[src/rtl/dd_pkg.sv]
// ----------------------------------------------------------------------------
// Drawdown tracker package
// Shared widths, default parameter values and status codes.
// ----------------------------------------------------------------------------
package dd_pkg;

    localparam int DEF_FRACTION_BITS = 24;
    localparam int DEF_EQUITY_BITS   = 48;
    localparam int DEF_TIME_BITS     = 62;
    localparam int DEF_COUNT_BITS    = 32;

    // Fixed widths of the result fields.
    localparam int DD_BITS      = 32;
    localparam int CNT_OUT_BITS = 32;
    localparam int STATUS_BITS  = 2;

    typedef logic [STATUS_BITS-1:0] t_status;

    localparam t_status ST_OK       = 2'd0;
    localparam t_status ST_NO_TIME  = 2'd1;
    localparam t_status ST_BACKWARD = 2'd2;

endpackage

[src/rtl/dd_if.sv]
// ----------------------------------------------------------------------------
// Drawdown tracker channels
// Sample request channel and result channel, valid/ready handshake.
// ----------------------------------------------------------------------------
interface dd_in_if
    import dd_pkg::*;
#(
    parameter int TIME_BITS   = DEF_TIME_BITS,
    parameter int EQUITY_BITS = DEF_EQUITY_BITS
);
    logic                          valid;
    logic                          ready;
    logic                          time_present;
    logic [TIME_BITS-1:0]          event_time;
    logic signed [EQUITY_BITS-1:0] equity;

    modport source (output valid, time_present, event_time, equity, input ready);
    modport sink   (input valid, time_present, event_time, equity, output ready);
endinterface

interface dd_out_if
    import dd_pkg::*;
#(
    parameter int TIME_BITS   = DEF_TIME_BITS,
    parameter int EQUITY_BITS = DEF_EQUITY_BITS
);
    logic                          valid;
    logic                          ready;
    t_status                       status;
    logic [DD_BITS-1:0]            drawdown;
    logic signed [EQUITY_BITS-1:0] peak_level;
    logic [CNT_OUT_BITS-1:0]       underwater_count;
    logic [DD_BITS-1:0]            max_drawdown;
    logic [TIME_BITS-1:0]          max_peak_time;
    logic [TIME_BITS-1:0]          max_trough_time;
    logic [CNT_OUT_BITS-1:0]       longest_underwater;
    logic                          episode_closed;
    logic [TIME_BITS-1:0]          episode_peak_time;
    logic [TIME_BITS-1:0]          episode_trough_time;
    logic [DD_BITS-1:0]            episode_depth;

    modport source (
        output valid, status, drawdown, peak_level, underwater_count, max_drawdown,
               max_peak_time, max_trough_time, longest_underwater, episode_closed,
               episode_peak_time, episode_trough_time, episode_depth,
        input  ready
    );
    modport sink (
        input  valid, status, drawdown, peak_level, underwater_count, max_drawdown,
               max_peak_time, max_trough_time, longest_underwater, episode_closed,
               episode_peak_time, episode_trough_time, episode_depth,
        output ready
    );
endinterface

[src/rtl/dd_div.sv]
// ----------------------------------------------------------------------------
// Drawdown divider
// Restoring radix-2 divider: floor(num * 2^FRACTION_BITS / den), saturated
// to the fixed-point result width. One quotient bit per cycle.
// ----------------------------------------------------------------------------
module dd_div
    import dd_pkg::*;
#(
    parameter int FRACTION_BITS = DEF_FRACTION_BITS,
    parameter int EQUITY_BITS   = DEF_EQUITY_BITS
) (
    input  logic                   i_clk,
    input  logic                   i_rst_n,
    input  logic                   i_start,
    input  logic [EQUITY_BITS-1:0] i_num,
    input  logic [EQUITY_BITS-1:0] i_den,
    output logic                   o_done,
    output logic [DD_BITS-1:0]     o_quot
);

    localparam int WIDE     = EQUITY_BITS + DD_BITS;
    localparam int SHIFT    = DD_BITS - FRACTION_BITS;
    localparam int CNT_BITS = $clog2(DD_BITS);

    localparam logic [1:0] D_IDLE  = 2'd0;
    localparam logic [1:0] D_CHECK = 2'd1;
    localparam logic [1:0] D_RUN   = 2'd2;

    logic [1:0]             r_state;
    logic [EQUITY_BITS-1:0] r_num;
    logic [EQUITY_BITS-1:0] r_den;
    logic [EQUITY_BITS-1:0] r_rem;
    logic [DD_BITS-1:0]     r_low;
    logic [DD_BITS-1:0]     r_quot;
    logic [CNT_BITS-1:0]    r_cnt;
    logic                   r_done;

    logic [WIDE-1:0]        w_num_wide;
    logic [WIDE-1:0]        w_num_sh;
    logic [WIDE-1:0]        w_den_sh;
    logic                   w_sat;
    logic [EQUITY_BITS:0]   w_trial;
    logic [EQUITY_BITS:0]   w_diff;
    logic                   w_ge;

    assign w_num_wide = {{DD_BITS{1'b0}}, r_num};
    assign w_num_sh   = w_num_wide << FRACTION_BITS;
    assign w_den_sh   = {{DD_BITS{1'b0}}, r_den} << SHIFT;
    // The integer part reaching the unused high bits means saturation.
    assign w_sat      = w_num_wide >= w_den_sh;

    assign w_trial = {r_rem, r_low[DD_BITS-1]};
    assign w_diff  = w_trial - {1'b0, r_den};
    assign w_ge    = w_trial >= {1'b0, r_den};

    always_ff @(posedge i_clk) begin
        if (!i_rst_n) begin
            r_state <= D_IDLE;
            r_done  <= 1'b0;
            r_cnt   <= '0;
        end else begin
            r_done <= 1'b0;
            unique case (r_state)
                D_IDLE: begin
                    if (i_start) begin
                        r_num   <= i_num;
                        r_den   <= i_den;
                        r_state <= D_CHECK;
                    end
                end
                D_CHECK: begin
                    if (w_sat) begin
                        r_quot  <= '1;
                        r_done  <= 1'b1;
                        r_state <= D_IDLE;
                    end else begin
                        // Remainder starts below den, so every quotient bit fits.
                        r_rem   <= r_num >> SHIFT;
                        r_low   <= w_num_sh[DD_BITS-1:0];
                        r_cnt   <= '0;
                        r_state <= D_RUN;
                    end
                end
                D_RUN: begin
                    r_rem  <= w_ge ? w_diff[EQUITY_BITS-1:0] : w_trial[EQUITY_BITS-1:0];
                    r_low  <= {r_low[DD_BITS-2:0], 1'b0};
                    r_quot <= {r_quot[DD_BITS-2:0], w_ge};
                    r_cnt  <= r_cnt + 1'b1;
                    if (r_cnt == CNT_BITS'(DD_BITS - 1)) begin
                        r_done  <= 1'b1;
                        r_state <= D_IDLE;
                    end
                end
                default: r_state <= D_IDLE;
            endcase
        end
    end

    assign o_done = r_done;
    assign o_quot = r_quot;

endmodule

[src/rtl/drawdown_tracker.sv]
// ----------------------------------------------------------------------------
// Drawdown tracker
// Running peak, drawdown, underwater runs and drawdown episodes of a
// timestamped equity series, one result per sample.
// ----------------------------------------------------------------------------
//  Port    | Dir | Carries
//  --------+-----+---------------------------------------------------------
//  i_in    | in  | sample request: time_present, event_time, equity
//  o_out   | out | result: status, drawdowns, peak, counts, closed episode
//
// An underwater sample with a positive peak goes through the divider, which
// first checks for saturation and then, unless the check finds it, works out
// the quotient bit by bit. Every other sample skips the divider. The result
// sits in an output register, so the next sample is taken while it waits; a
// stalled result only holds back the following one. Reset is synchronous and
// clears all tracking state to zero.
module drawdown_tracker
    import dd_pkg::*;
#(
    parameter int FRACTION_BITS = DEF_FRACTION_BITS,
    parameter int EQUITY_BITS   = DEF_EQUITY_BITS,
    parameter int TIME_BITS     = DEF_TIME_BITS,
    parameter int COUNT_BITS    = DEF_COUNT_BITS
) (
    input  logic     i_clk,
    input  logic     i_rst_n,
    dd_in_if.sink    i_in,
    dd_out_if.source o_out
);

    localparam logic [1:0] S_IDLE = 2'd0;
    localparam logic [1:0] S_EVAL = 2'd1;
    localparam logic [1:0] S_DIV  = 2'd2;
    localparam logic [1:0] S_DONE = 2'd3;

    logic [1:0] r_state;

    // Latched sample
    logic                          r_in_tp;
    logic [TIME_BITS-1:0]          r_in_time;
    logic signed [EQUITY_BITS-1:0] r_in_eq;
    logic [DD_BITS-1:0]            r_dd;

    // Tracking state
    logic                          r_last_known;
    logic [TIME_BITS-1:0]          r_last_time;
    logic                          r_peak_known;
    logic signed [EQUITY_BITS-1:0] r_peak;
    logic [TIME_BITS-1:0]          r_peak_time;
    logic [COUNT_BITS-1:0]         r_run;
    logic [COUNT_BITS-1:0]         r_longest;
    logic [DD_BITS-1:0]            r_worst;
    logic [TIME_BITS-1:0]          r_worst_peak_time;
    logic [TIME_BITS-1:0]          r_worst_trough_time;
    logic                          r_ep_open;
    logic [TIME_BITS-1:0]          r_ep_peak_time;
    logic [TIME_BITS-1:0]          r_ep_trough_time;
    logic signed [EQUITY_BITS-1:0] r_ep_trough_level;
    logic [DD_BITS-1:0]            r_ep_depth;

    logic                          n_last_known;
    logic [TIME_BITS-1:0]          n_last_time;
    logic                          n_peak_known;
    logic signed [EQUITY_BITS-1:0] n_peak;
    logic [TIME_BITS-1:0]          n_peak_time;
    logic [COUNT_BITS-1:0]         n_run;
    logic [COUNT_BITS-1:0]         n_longest;
    logic [DD_BITS-1:0]            n_worst;
    logic [TIME_BITS-1:0]          n_worst_peak_time;
    logic [TIME_BITS-1:0]          n_worst_trough_time;
    logic                          n_ep_open;
    logic [TIME_BITS-1:0]          n_ep_peak_time;
    logic [TIME_BITS-1:0]          n_ep_trough_time;
    logic signed [EQUITY_BITS-1:0] n_ep_trough_level;
    logic [DD_BITS-1:0]            n_ep_depth;

    // Output register
    logic                          r_out_valid;
    t_status                       r_o_status;
    logic [DD_BITS-1:0]            r_o_dd;
    logic                          r_o_closed;
    logic [TIME_BITS-1:0]          r_o_ep_peak_time;
    logic [TIME_BITS-1:0]          r_o_ep_trough_time;
    logic [DD_BITS-1:0]            r_o_ep_depth;
    logic signed [EQUITY_BITS-1:0] r_o_peak;
    logic [COUNT_BITS-1:0]         r_o_run;
    logic [COUNT_BITS-1:0]         r_o_longest;
    logic [DD_BITS-1:0]            r_o_worst;
    logic [TIME_BITS-1:0]          r_o_worst_peak_time;
    logic [TIME_BITS-1:0]          r_o_worst_trough_time;

    t_status                       n_status;
    logic                          n_closed;
    logic [TIME_BITS-1:0]          n_o_ep_peak_time;
    logic [TIME_BITS-1:0]          n_o_ep_trough_time;
    logic [DD_BITS-1:0]            n_o_ep_depth;
    logic [DD_BITS-1:0]            n_o_dd;

    logic                          w_new_peak;
    logic                          w_need_div;
    logic                          w_out_free;
    logic                          w_load;
    logic signed [EQUITY_BITS:0]   w_gap;
    logic                          w_div_start;
    logic                          w_div_done;
    logic [DD_BITS-1:0]            w_div_quot;

    always_comb begin
        if (!r_in_tp) begin
            n_status = ST_NO_TIME;
        end else if (r_last_known && (r_in_time < r_last_time)) begin
            n_status = ST_BACKWARD;
        end else begin
            n_status = ST_OK;
        end
    end

    assign w_new_peak  = !r_peak_known || (r_in_eq >= r_peak);
    assign w_need_div  = (n_status == ST_OK) && !w_new_peak && (r_peak > 0);
    assign w_gap       = {r_peak[EQUITY_BITS-1], r_peak} - {r_in_eq[EQUITY_BITS-1], r_in_eq};
    assign w_div_start = (r_state == S_EVAL) && w_need_div;
    assign w_out_free  = !r_out_valid || o_out.ready;
    assign w_load      = (r_state == S_DONE) && w_out_free;

    dd_div #(
        .FRACTION_BITS (FRACTION_BITS),
        .EQUITY_BITS   (EQUITY_BITS)
    ) u_div (
        .i_clk   (i_clk),
        .i_rst_n (i_rst_n),
        .i_start (w_div_start),
        .i_num   (w_gap[EQUITY_BITS-1:0]),
        .i_den   (r_peak),
        .o_done  (w_div_done),
        .o_quot  (w_div_quot)
    );

    always_comb begin
        n_last_known        = r_last_known;
        n_last_time         = r_last_time;
        n_peak_known        = r_peak_known;
        n_peak              = r_peak;
        n_peak_time         = r_peak_time;
        n_run               = r_run;
        n_longest           = r_longest;
        n_worst             = r_worst;
        n_worst_peak_time   = r_worst_peak_time;
        n_worst_trough_time = r_worst_trough_time;
        n_ep_open           = r_ep_open;
        n_ep_peak_time      = r_ep_peak_time;
        n_ep_trough_time    = r_ep_trough_time;
        n_ep_trough_level   = r_ep_trough_level;
        n_ep_depth          = r_ep_depth;
        n_closed            = 1'b0;
        n_o_ep_peak_time    = '0;
        n_o_ep_trough_time  = '0;
        n_o_ep_depth        = '0;
        n_o_dd              = '0;
        if (n_status == ST_OK) begin
            n_last_known = 1'b1;
            n_last_time  = r_in_time;
            if (w_new_peak) begin
                if (r_ep_open) begin
                    n_closed           = 1'b1;
                    n_o_ep_peak_time   = r_ep_peak_time;
                    n_o_ep_trough_time = r_ep_trough_time;
                    n_o_ep_depth       = r_ep_depth;
                    n_ep_open          = 1'b0;
                end
                n_peak       = r_in_eq;
                n_peak_time  = r_in_time;
                n_peak_known = 1'b1;
                n_run        = '0;
            end else begin
                n_o_dd = r_dd;
                if (r_run != '1) begin
                    n_run = r_run + 1'b1;
                end
                if (n_run > r_longest) begin
                    n_longest = n_run;
                end
                if (!r_ep_open || (r_in_eq < r_ep_trough_level)) begin
                    n_ep_open         = 1'b1;
                    n_ep_trough_time  = r_in_time;
                    n_ep_trough_level = r_in_eq;
                    n_ep_depth        = r_dd;
                end
                if (!r_ep_open) begin
                    n_ep_peak_time = r_peak_time;
                end
                if (r_dd > r_worst) begin
                    n_worst             = r_dd;
                    n_worst_peak_time   = r_peak_time;
                    n_worst_trough_time = r_in_time;
                end
            end
        end
    end

    // Sequencer and tracking state
    always_ff @(posedge i_clk) begin
        if (!i_rst_n) begin
            r_state             <= S_IDLE;
            r_last_known        <= 1'b0;
            r_last_time         <= '0;
            r_peak_known        <= 1'b0;
            r_peak              <= '0;
            r_peak_time         <= '0;
            r_run               <= '0;
            r_longest           <= '0;
            r_worst             <= '0;
            r_worst_peak_time   <= '0;
            r_worst_trough_time <= '0;
            r_ep_open           <= 1'b0;
            r_ep_peak_time      <= '0;
            r_ep_trough_time    <= '0;
            r_ep_trough_level   <= '0;
            r_ep_depth          <= '0;
        end else begin
            unique case (r_state)
                S_IDLE: begin
                    if (i_in.valid) begin
                        r_state <= S_EVAL;
                    end
                end
                S_EVAL: begin
                    r_state <= w_need_div ? S_DIV : S_DONE;
                end
                S_DIV: begin
                    if (w_div_done) begin
                        r_state <= S_DONE;
                    end
                end
                S_DONE: begin
                    if (w_out_free) begin
                        r_state             <= S_IDLE;
                        r_last_known        <= n_last_known;
                        r_last_time         <= n_last_time;
                        r_peak_known        <= n_peak_known;
                        r_peak              <= n_peak;
                        r_peak_time         <= n_peak_time;
                        r_run               <= n_run;
                        r_longest           <= n_longest;
                        r_worst             <= n_worst;
                        r_worst_peak_time   <= n_worst_peak_time;
                        r_worst_trough_time <= n_worst_trough_time;
                        r_ep_open           <= n_ep_open;
                        r_ep_peak_time      <= n_ep_peak_time;
                        r_ep_trough_time    <= n_ep_trough_time;
                        r_ep_trough_level   <= n_ep_trough_level;
                        r_ep_depth          <= n_ep_depth;
                    end
                end
                default: r_state <= S_IDLE;
            endcase
        end
    end

    // Sample capture and drawdown holding register
    always_ff @(posedge i_clk) begin
        if ((r_state == S_IDLE) && i_in.valid) begin
            r_in_tp   <= i_in.time_present;
            r_in_time <= i_in.event_time;
            r_in_eq   <= i_in.equity;
        end
        if (r_state == S_EVAL) begin
            r_dd <= '0;
        end else if ((r_state == S_DIV) && w_div_done) begin
            r_dd <= w_div_quot;
        end
    end

    // Output register
    always_ff @(posedge i_clk) begin
        if (!i_rst_n) begin
            r_out_valid <= 1'b0;
        end else if (w_load) begin
            r_out_valid <= 1'b1;
        end else if (o_out.ready) begin
            r_out_valid <= 1'b0;
        end
    end

    always_ff @(posedge i_clk) begin
        if (w_load) begin
            r_o_status            <= n_status;
            r_o_dd                <= n_o_dd;
            r_o_closed            <= n_closed;
            r_o_ep_peak_time      <= n_o_ep_peak_time;
            r_o_ep_trough_time    <= n_o_ep_trough_time;
            r_o_ep_depth          <= n_o_ep_depth;
            r_o_peak              <= n_peak;
            r_o_run               <= n_run;
            r_o_longest           <= n_longest;
            r_o_worst             <= n_worst;
            r_o_worst_peak_time   <= n_worst_peak_time;
            r_o_worst_trough_time <= n_worst_trough_time;
        end
    end

    assign i_in.ready = (r_state == S_IDLE);

    assign o_out.valid               = r_out_valid;
    assign o_out.status              = r_o_status;
    assign o_out.drawdown            = r_o_dd;
    assign o_out.peak_level          = r_o_peak;
    assign o_out.underwater_count    = CNT_OUT_BITS'(r_o_run);
    assign o_out.max_drawdown        = r_o_worst;
    assign o_out.max_peak_time       = r_o_worst_peak_time;
    assign o_out.max_trough_time     = r_o_worst_trough_time;
    assign o_out.longest_underwater  = CNT_OUT_BITS'(r_o_longest);
    assign o_out.episode_closed      = r_o_closed;
    assign o_out.episode_peak_time   = r_o_ep_peak_time;
    assign o_out.episode_trough_time = r_o_ep_trough_time;
    assign o_out.episode_depth       = r_o_ep_depth;

endmodule

[src/flat_wrapper.sv]
// flat-port wrapper written by rule: the top's interface ports become plain ports
module drawdown_tracker_flat import dd_pkg::*;
#(
    parameter int FRACTION_BITS = DEF_FRACTION_BITS,
    parameter int EQUITY_BITS   = DEF_EQUITY_BITS,
    parameter int TIME_BITS     = DEF_TIME_BITS,
    parameter int COUNT_BITS    = DEF_COUNT_BITS
)
  (i_clk, i_rst_n, i_in_valid, i_in_time_present, i_in_event_time, i_in_equity, i_in_ready, o_out_valid, o_out_status, o_out_drawdown, o_out_peak_level, o_out_underwater_count, o_out_max_drawdown, o_out_max_peak_time, o_out_max_trough_time, o_out_longest_underwater, o_out_episode_closed, o_out_episode_peak_time, o_out_episode_trough_time, o_out_episode_depth, o_out_ready);
  dd_in_if #(.TIME_BITS(TIME_BITS), .EQUITY_BITS(EQUITY_BITS)) i_in_i ();
  dd_out_if #(.TIME_BITS(TIME_BITS), .EQUITY_BITS(EQUITY_BITS)) o_out_i ();
  input  logic i_clk;
  input  logic i_rst_n;
  input wire logic [$bits(i_in_i.valid)-1:0] i_in_valid;
  input wire logic [$bits(i_in_i.time_present)-1:0] i_in_time_present;
  input wire logic [$bits(i_in_i.event_time)-1:0] i_in_event_time;
  input wire logic [$bits(i_in_i.equity)-1:0] i_in_equity;
  output wire logic [$bits(i_in_i.ready)-1:0] i_in_ready;
  output wire logic [$bits(o_out_i.valid)-1:0] o_out_valid;
  output wire logic [$bits(o_out_i.status)-1:0] o_out_status;
  output wire logic [$bits(o_out_i.drawdown)-1:0] o_out_drawdown;
  output wire logic [$bits(o_out_i.peak_level)-1:0] o_out_peak_level;
  output wire logic [$bits(o_out_i.underwater_count)-1:0] o_out_underwater_count;
  output wire logic [$bits(o_out_i.max_drawdown)-1:0] o_out_max_drawdown;
  output wire logic [$bits(o_out_i.max_peak_time)-1:0] o_out_max_peak_time;
  output wire logic [$bits(o_out_i.max_trough_time)-1:0] o_out_max_trough_time;
  output wire logic [$bits(o_out_i.longest_underwater)-1:0] o_out_longest_underwater;
  output wire logic [$bits(o_out_i.episode_closed)-1:0] o_out_episode_closed;
  output wire logic [$bits(o_out_i.episode_peak_time)-1:0] o_out_episode_peak_time;
  output wire logic [$bits(o_out_i.episode_trough_time)-1:0] o_out_episode_trough_time;
  output wire logic [$bits(o_out_i.episode_depth)-1:0] o_out_episode_depth;
  input wire logic [$bits(o_out_i.ready)-1:0] o_out_ready;
  assign i_in_i.valid = i_in_valid;
  assign i_in_i.time_present = i_in_time_present;
  assign i_in_i.event_time = i_in_event_time;
  assign i_in_i.equity = i_in_equity;
  assign i_in_ready = i_in_i.ready;
  assign o_out_valid = o_out_i.valid;
  assign o_out_status = o_out_i.status;
  assign o_out_drawdown = o_out_i.drawdown;
  assign o_out_peak_level = o_out_i.peak_level;
  assign o_out_underwater_count = o_out_i.underwater_count;
  assign o_out_max_drawdown = o_out_i.max_drawdown;
  assign o_out_max_peak_time = o_out_i.max_peak_time;
  assign o_out_max_trough_time = o_out_i.max_trough_time;
  assign o_out_longest_underwater = o_out_i.longest_underwater;
  assign o_out_episode_closed = o_out_i.episode_closed;
  assign o_out_episode_peak_time = o_out_i.episode_peak_time;
  assign o_out_episode_trough_time = o_out_i.episode_trough_time;
  assign o_out_episode_depth = o_out_i.episode_depth;
  assign o_out_i.ready = o_out_ready;
  drawdown_tracker #(.FRACTION_BITS(FRACTION_BITS), .EQUITY_BITS(EQUITY_BITS), .TIME_BITS(TIME_BITS), .COUNT_BITS(COUNT_BITS)) u_core (.i_clk(i_clk), .i_rst_n(i_rst_n), .i_in(i_in_i), .o_out(o_out_i));
endmodule
[config.mk]
export PLATFORM = sky130hd
export DESIGN_NAME = drawdown_tracker_flat
export DESIGN_NICKNAME = d
export VERILOG_FILES = /design/src/rtl/dd_pkg.sv /design/src/rtl/dd_if.sv /design/src/rtl/dd_div.sv /design/src/rtl/drawdown_tracker.sv /design/src/flat_wrapper.sv
export SDC_FILE = /design/constraint.sdc
export NUM_CORES = 2
export LEC_CHECK = 0
export BUFFER_PORTS_ARGS = -buffer_cell sky130_fd_sc_hd__buf_2
export CAP_MARGIN = 0
export CORE_MARGIN = 1.5
export CORE_UTILIZATION = 54
export CTS_CLUSTER_DIAMETER = 80
export DETAILED_ROUTE_END_ITERATION = 10
export PLACE_DENSITY = 0.8
export SLEW_MARGIN = 20
export SYNTH_ARGS = -nofsm -noshare
export SYNTH_HDL_FRONTEND = slang
export SYNTH_SLANG_ARGS = --single-unit
[constraint.sdc]
create_clock -name i_clk -period 25.5 [get_ports i_clk]
set_input_delay 0 -clock i_clk [delete_from_list [all_inputs] [get_ports i_clk]]
set_output_delay 0 -clock i_clk [all_outputs]
set_load 0.05 [all_outputs]
# == Word-level counts from Yosys, hierarchy flattened ==
# Index checks and enable logic that the tools add are counted.
# classes
addsub,4
magnitude_cmp,8
n_eq_ne,14
muxes,47
n_bitwise,3
n_reduce_logical,35
# ops
op,count
$mux W32,13
$mux W62,6
$mux W48,4
$pmux W32 S2,2
$pmux W48 S2,1
$sub A48 B48 Y48,2
$gt A32 B32 Y1,2
$lt A62 B62 Y1,1
$ge A48 B56 Y1,1
$ge A49 B48 Y1,1
$ge A48 B48 Y1,1
$gt A48 B1 Y1 const B,1
$lt A48 B48 Y1,1
$add A32 B1 Y32 const B,1
$ne A32 B32 Y1 const B,1
$reduce_and A3 Y1,6
$mux W2,8
$ne A2 B2 Y1 const B,6
$pmux W5 S2,1
$reduce_and A5 Y1,2
$mux W1,8
$pmux W2 S4,1
$reduce_and A2 Y1,4
$reduce_and A4 Y1,2
15 further kinds,35
# totals
register_bits,1420
inputBits,115
out_inout_bits,461
word_cells,152

# == Longest topological paths before layout ==
# depth
depth_word,10
mapped_depth,22
ltp_nobuf,19

# == Cells and area by module ==
# Synthesis repeated with hierarchy kept, for this count alone.
# unflattened
hier_cells,5916
area_unflattened_um2,64368.0
# modules_own_cells
module,n_inst,cells_per_inst,area_each_um2,seq_area_each_um2
drawdown_tracker,1,4869,53109.7,29808.6
dd_div,1,1047,11258.3,5685.5

# == Worst setup path after synthesis ==
# Ideal clock, no wire load.
# synth_timing
path_kind,register to register
start,register u_core.r_out_valid (netlist: u_core.o_out.valid)
end,register u_core.r_ep_depth[0]
setup_time_ns,0.072
arrival_time_ns,25.745
required_time_ns,25.428
slack_ns,-0.316
stages_incl_launch_ff,11
path_buffers,3
period_less_slack_ns,25.816
cell_sequence,dfxtp_1 -> nor2b_1 -> nor2b_1 -> inv_1 -> nor3_2 -> nand2_4 -> a31oi_1 -> buf_4 -> buf_6 -> buf_6 -> mux2i_1
# synth_between
elab_chain_len,3
# synth_rtl
element,line_no,rtl
start: declaration,drawdown_tracker.sv:78,logic r_out_valid;
start signal: assignment,drawdown_tracker.sv:276,r_out_valid <= 1'b0;
start signal: assignment,drawdown_tracker.sv:278,r_out_valid <= 1'b1;
start signal: assignment,drawdown_tracker.sv:280,r_out_valid <= 1'b0;
$logic_not A1 Y1,drawdown_tracker.sv:122,assign w_out_free = !r_out_valid || o_out.ready;
$logic_or A1 B1 Y1,drawdown_tracker.sv:122,
$reduce_and A5 Y1 (no source line),--,
end signal: assignment,drawdown_tracker.sv:251,r_ep_depth <= n_ep_depth;
end: declaration,drawdown_tracker.sv:59,logic [DD_BITS-1:0] r_ep_depth;
# Every way passes these cells.
# A chain may end at the register's enable or synchronous reset.

# == Final worst setup path ==
# layout_timing
start,register u_core.r_in_eq[39]
end,register u_core.r_worst_trough_time[23]
# layout_between
elab_chain_len,4
# layout_rtl
element,line_no,rtl
start: declaration,drawdown_tracker.sv:41,logic signed [EQUITY_BITS-1:0] r_in_eq;
start signal: assignment,drawdown_tracker.sv:264,r_in_eq <= i_in.equity;
$ge A48 B48 Y1,drawdown_tracker.sv:118,assign w_new_peak = !r_peak_known || (r_in_eq >= r_peak);
$logic_or A1 B1 Y1,drawdown_tracker.sv:118,
$mux W62,drawdown_tracker.sv:162,if (w_new_peak) begin
$mux W62,drawdown_tracker.sv:159,if (n_status == ST_OK) begin
end signal: assignment,drawdown_tracker.sv:246,r_worst_trough_time <= n_worst_trough_time;
end: declaration,drawdown_tracker.sv:54,logic [TIME_BITS-1:0] r_worst_trough_time;
# Every way passes these cells.

==> impl_metrics.json <==
{
  "via_per_instance_ratio": 5.79,
  "synth_seq_area_share_pct": 55.5,
  "numPortBuffers": 575,
  "maxSlewHeadroom_pct": 25.1,
  "power.net_switching_mw": 1.75,
  "area_growth_syn_to_layout_pct": 17.0,
  "overflow": 0,
  "internal_power_mw": 4.06,
  "post_synth_num_cell_types": 83,
  "crit-reg2reg-capture": "u_core.r_worst_trough_time[23]$_SDFFE_PN0P_",
  "synth_top_cells_by_count": "sky130_fd_sc_hd__nand2_1, sky130_fd_sc_hd__edfxtp_1, sky130_fd_sc_hd__dfxtp_1",
  "ir_drop_worst_vdd_v": 0.0000677,
  "synth_top_cell_by_area": "sky130_fd_sc_hd__edfxtp_1",
  "cts_tree": "yes",
  "route.detailed.drc": 0,
  "preCtsSetupSlack_ns": 19.34,
  "netlist.area_leader.share_pct": 35.4,
  "post_drt_wl_per_cell_um": 21.6,
  "post_synth_instance_area_sq_um": 63900,
  "grt_first_pass_wirelength_mm": 270,
  "post_cts.resized_instances": 0,
  "ant_nets": 0,
  "drt-pass1-iter-count": 6,
  "fin_worst_skew_ns": 0.0514,
  "grt_antenna_before_repair": 4,
  "pin_count_of_the_biggest_net_entering_global_routing": 207,
  "fillCellCount": 8726,
  "initial_core_utilization_pct": 54.3,
  "worst-slew-pin-transition_ns": 1.12,
  "outcome": "finished clean",
  "timing.setup.tns_ns": 0,
  "reg2reg_setup_slack_ns": 19.17,
  "ys_seq_elements": 1396,
  "max_cap_viol_count": 0,
  "timing.final.ws_setup_ns": 19.17,
  "clkLatencyLatePin_ns": 0.77,
  "post-dp-hpwl_mm": 115,
  "timing.critical_path.to_type": "flip-flop",
  "post-cts-setup-buffer-count": 0,
  "start_kind": "flip-flop",
  "timing_hold_violations_final": 0,
  "r2r.worst_path.cells": 13,
  "total_routed_wirelength_mm": 176,
  "fp-row-count": 126,
  "required_worst_endpoint_ns": 26.17,
  "final_max_slew_viol_count": 0,
  "hold_path.startpoint": "i_in_equity[38]",
  "total_power_per_unit_cell_area_nw_per_um2": 77.6,
  "combinationalPowerShare_pct": 16.0,
  "synth_fp_nets": 6292,
  "synth-edff-count": 754,
  "synth_async_sr_flop_share_pct": 0,
  "finalCriticalPeriod_ns": 6.33,
  "drt_iter0_drc": 4321,
  "rsz0062_at_grt": "no",
  "postSynth.topFlopCell": "sky130_fd_sc_hd__edfxtp_1",
  "fin_total_pwr_mw": 5.81,
  "design.die.area_sq_um": 120000,
  "cts_root_buffer": "sky130_fd_sc_hd__clkbuf_16",
  "worst_hold_slack_ns": 0.0381,
  "grt_pass1_vias": 46964,
  "max_clock_freq_ghz": 0.158,
  "ctsHtreeMaxLevel": 4,
  "synthesized_netlist_cell_count": 5857,
  "setup_violations": 0,
  "power_frac_clock_pct": 37.8,
  "ys_top_cells_by_area": "sky130_fd_sc_hd__edfxtp_1, sky130_fd_sc_hd__dfxtp_1, sky130_fd_sc_hd__mux2i_1",
  "static-leakage-power_nw": 28.2,
  "core_sq_um": 118000,
  "yosys.cell_count.top_type": "sky130_fd_sc_hd__nand2_1",
  "fp.dieW_um": 347,
  "routed-via-count": 47371,
  "pwr-share-seq_pct": 46.2,
  "hold_ep": "u_core.r_in_eq[38]$_DFFE_PP_",
  "last_weighted_congestion_value_of_the_routability_driven_placer": 0.932,
  "grt_usage_pct": 28.6,
  "clkSinkCount": 1396,
  "critical_path_arrival_ns": 7.00,
  "drive_above_1_share_pct": 16.6,
  "worstSetupPathType": "reg2reg",
  "ios": 576,
  "cp_max_fo": 49,
  "swShare_pct": 30.1,
  "clock_pin_slew_on_the_worst_setup_and_hold_paths_ns": 0.06,
  "syn-mean-instance-area_sq_um": 10.9,
  "cts_buffer_depth": 3,
  "r2r_start": "u_core.r_in_eq[39]$_DFFE_PP_",
  "fin_nets": 6954,
  "hp-class": "in2reg",
  "layout_worst_path_cycle_share_pct": 24.8,
  "yosys_warn_count": 0,
  "chipHeight_um": 347,
  "holdPathStages": 2,
  "cts_inserted_buffers": 145,
  "holdBufCountCts": 216
}
## worst max path at each step
stage                                          startpoint                                     endpoint  slack, ns  cells past startpoint
after floorplan           u_core.o_out.valid$_SDFFE_PN0P_            u_core.r_ep_depth[0]$_SDFFE_PN0P_       9.80                     10
after global placement      u_core.r_peak[0]$_SDFFE_PN0P_    u_core.r_worst_peak_time[56]$_SDFFE_PN0P_      19.50                     15
after detailed placement    u_core.r_peak[0]$_SDFFE_PN0P_    u_core.r_worst_peak_time[28]$_SDFFE_PN0P_      19.34                     15
after CTS                   u_core.r_peak[0]$_SDFFE_PN0P_  u_core.r_worst_trough_time[23]$_SDFFE_PN0P_      19.28                     15
after global routing         u_core.r_in_eq[39]$_DFFE_PP_  u_core.r_worst_trough_time[23]$_SDFFE_PN0P_      18.88                     13
final                        u_core.r_in_eq[39]$_DFFE_PP_  u_core.r_worst_trough_time[23]$_SDFFE_PN0P_      19.17                     13
## cell families after synthesis
family / count (synthesis) / synth area share, %
and+or+nand+nor: 1856 / 13.3
DFF: 1396 / 55.5
adders and majority gates: 320 / 6.29
muxes: 618 / 10.1
AOI/OAI and AO/OA: 915 / 8.92
buffers and inverters: 634 / 4.30
xor gates and xnor gates: 118 / 1.62
## cells in the final DEF (no fill, tap or decap), types with 200 or more instances in the layout
cell type / netlist / layout
sky130_fd_sc_hd__a21oi_1: 337 / 336
sky130_fd_sc_hd__and2_1: 202 / 200
sky130_fd_sc_hd__buf_2: 47 / 574
sky130_fd_sc_hd__dfxtp_1: 642 / 642
sky130_fd_sc_hd__dlygate4sd3_1: 0 / 216
sky130_fd_sc_hd__edfxtp_1: 754 / 754
sky130_fd_sc_hd__ha_1: 318 / 317
sky130_fd_sc_hd__inv_1: 310 / 309
sky130_fd_sc_hd__mux2i_1: 398 / 398
sky130_fd_sc_hd__nand2_1: 982 / 980
sky130_fd_sc_hd__nor2_1: 203 / 200
sky130_fd_sc_hd__o21ai_0: 209 / 209
## layer usage
metal  GRT usage, %  up-vias  wire (um)
li1               -    21960          -
met5              0        -         48
met3           5.76      408      13500
met2           47.8     1988      85200
met4           12.7        8       7460
met1           36.0    23007      70100
## power by group through the flow
stage	Sequential [mW]	Clock, mW	Combinational, mW
2_1_floorplan	3.01	0	0.337
3_3_place_gp	2.72	0	0.874
3_5_place_dp	2.72	0	0.887
4_1_cts	2.68	2.22	0.918
5_1_grt	2.69	2.31	0.985
6_report	2.68	2.20	0.930
## cell type report
class                   instances  area [sq um]  area share, %
repair buffers                839          5460           7.30
clock inverters                66           837           1.12
clock buffers                 205          4120           5.50
diodes                          1          2.50        0.00334
well taps                    1536          1920           2.57
multi-input cells            3827         25800           34.5
flip-flops and latches       1396         35500           47.4
inverters                     310          1170           1.56
## per-stage QoR
| step | instance area (sq um) | util, % | cells |
|---|---|---|---|
| after global placement | 67600 | 57.4 | 7690 |
| final | 74800 | 63.5 | 8180 |
| after global routing | 74800 | 63.5 | 8179 |
| after detailed placement | 67600 | 57.4 | 7690 |
| after CTS | 74800 | 63.5 | 8177 |
| after floorplan | 63900 | - | 5857 |
## flip-flops by register name, summed over array words and instances (netlist names), 62 cells and up
name / cells
u_core.r_worst_peak_time: 62
u_core.r_ep_peak_time: 62
u_core.r_ep_trough_time: 62
u_core.o_out.episode_peak_time: 62
u_core.r_worst_trough_time: 62
u_core.r_peak_time: 62
u_core.r_last_time: 62
u_core.r_in_time: 62
u_core.o_out.max_trough_time: 62
u_core.o_out.max_peak_time: 62
u_core.o_out.episode_trough_time: 62
## critical path, cell delays in order, from the launching register on
cell,delay [ns]
sky130_fd_sc_hd__edfxtp_1,0.43
sky130_fd_sc_hd__inv_1,0.07
sky130_fd_sc_hd__ha_1,0.43
sky130_fd_sc_hd__nand2_1,0.16
sky130_fd_sc_hd__nor3_1,0.56
sky130_fd_sc_hd__nand4_1,0.25
sky130_fd_sc_hd__nand2b_1,0.24
sky130_fd_sc_hd__a211o_1,0.45
sky130_fd_sc_hd__nand2_2,0.72
sky130_fd_sc_hd__nand2_4,0.27
sky130_fd_sc_hd__nor2_4,0.59
sky130_fd_sc_hd__buf_4,0.94
sky130_fd_sc_hd__buf_4,0.77
sky130_fd_sc_hd__mux2i_1,0.32
Note: power is estimated with default switching activity, not from simulation.
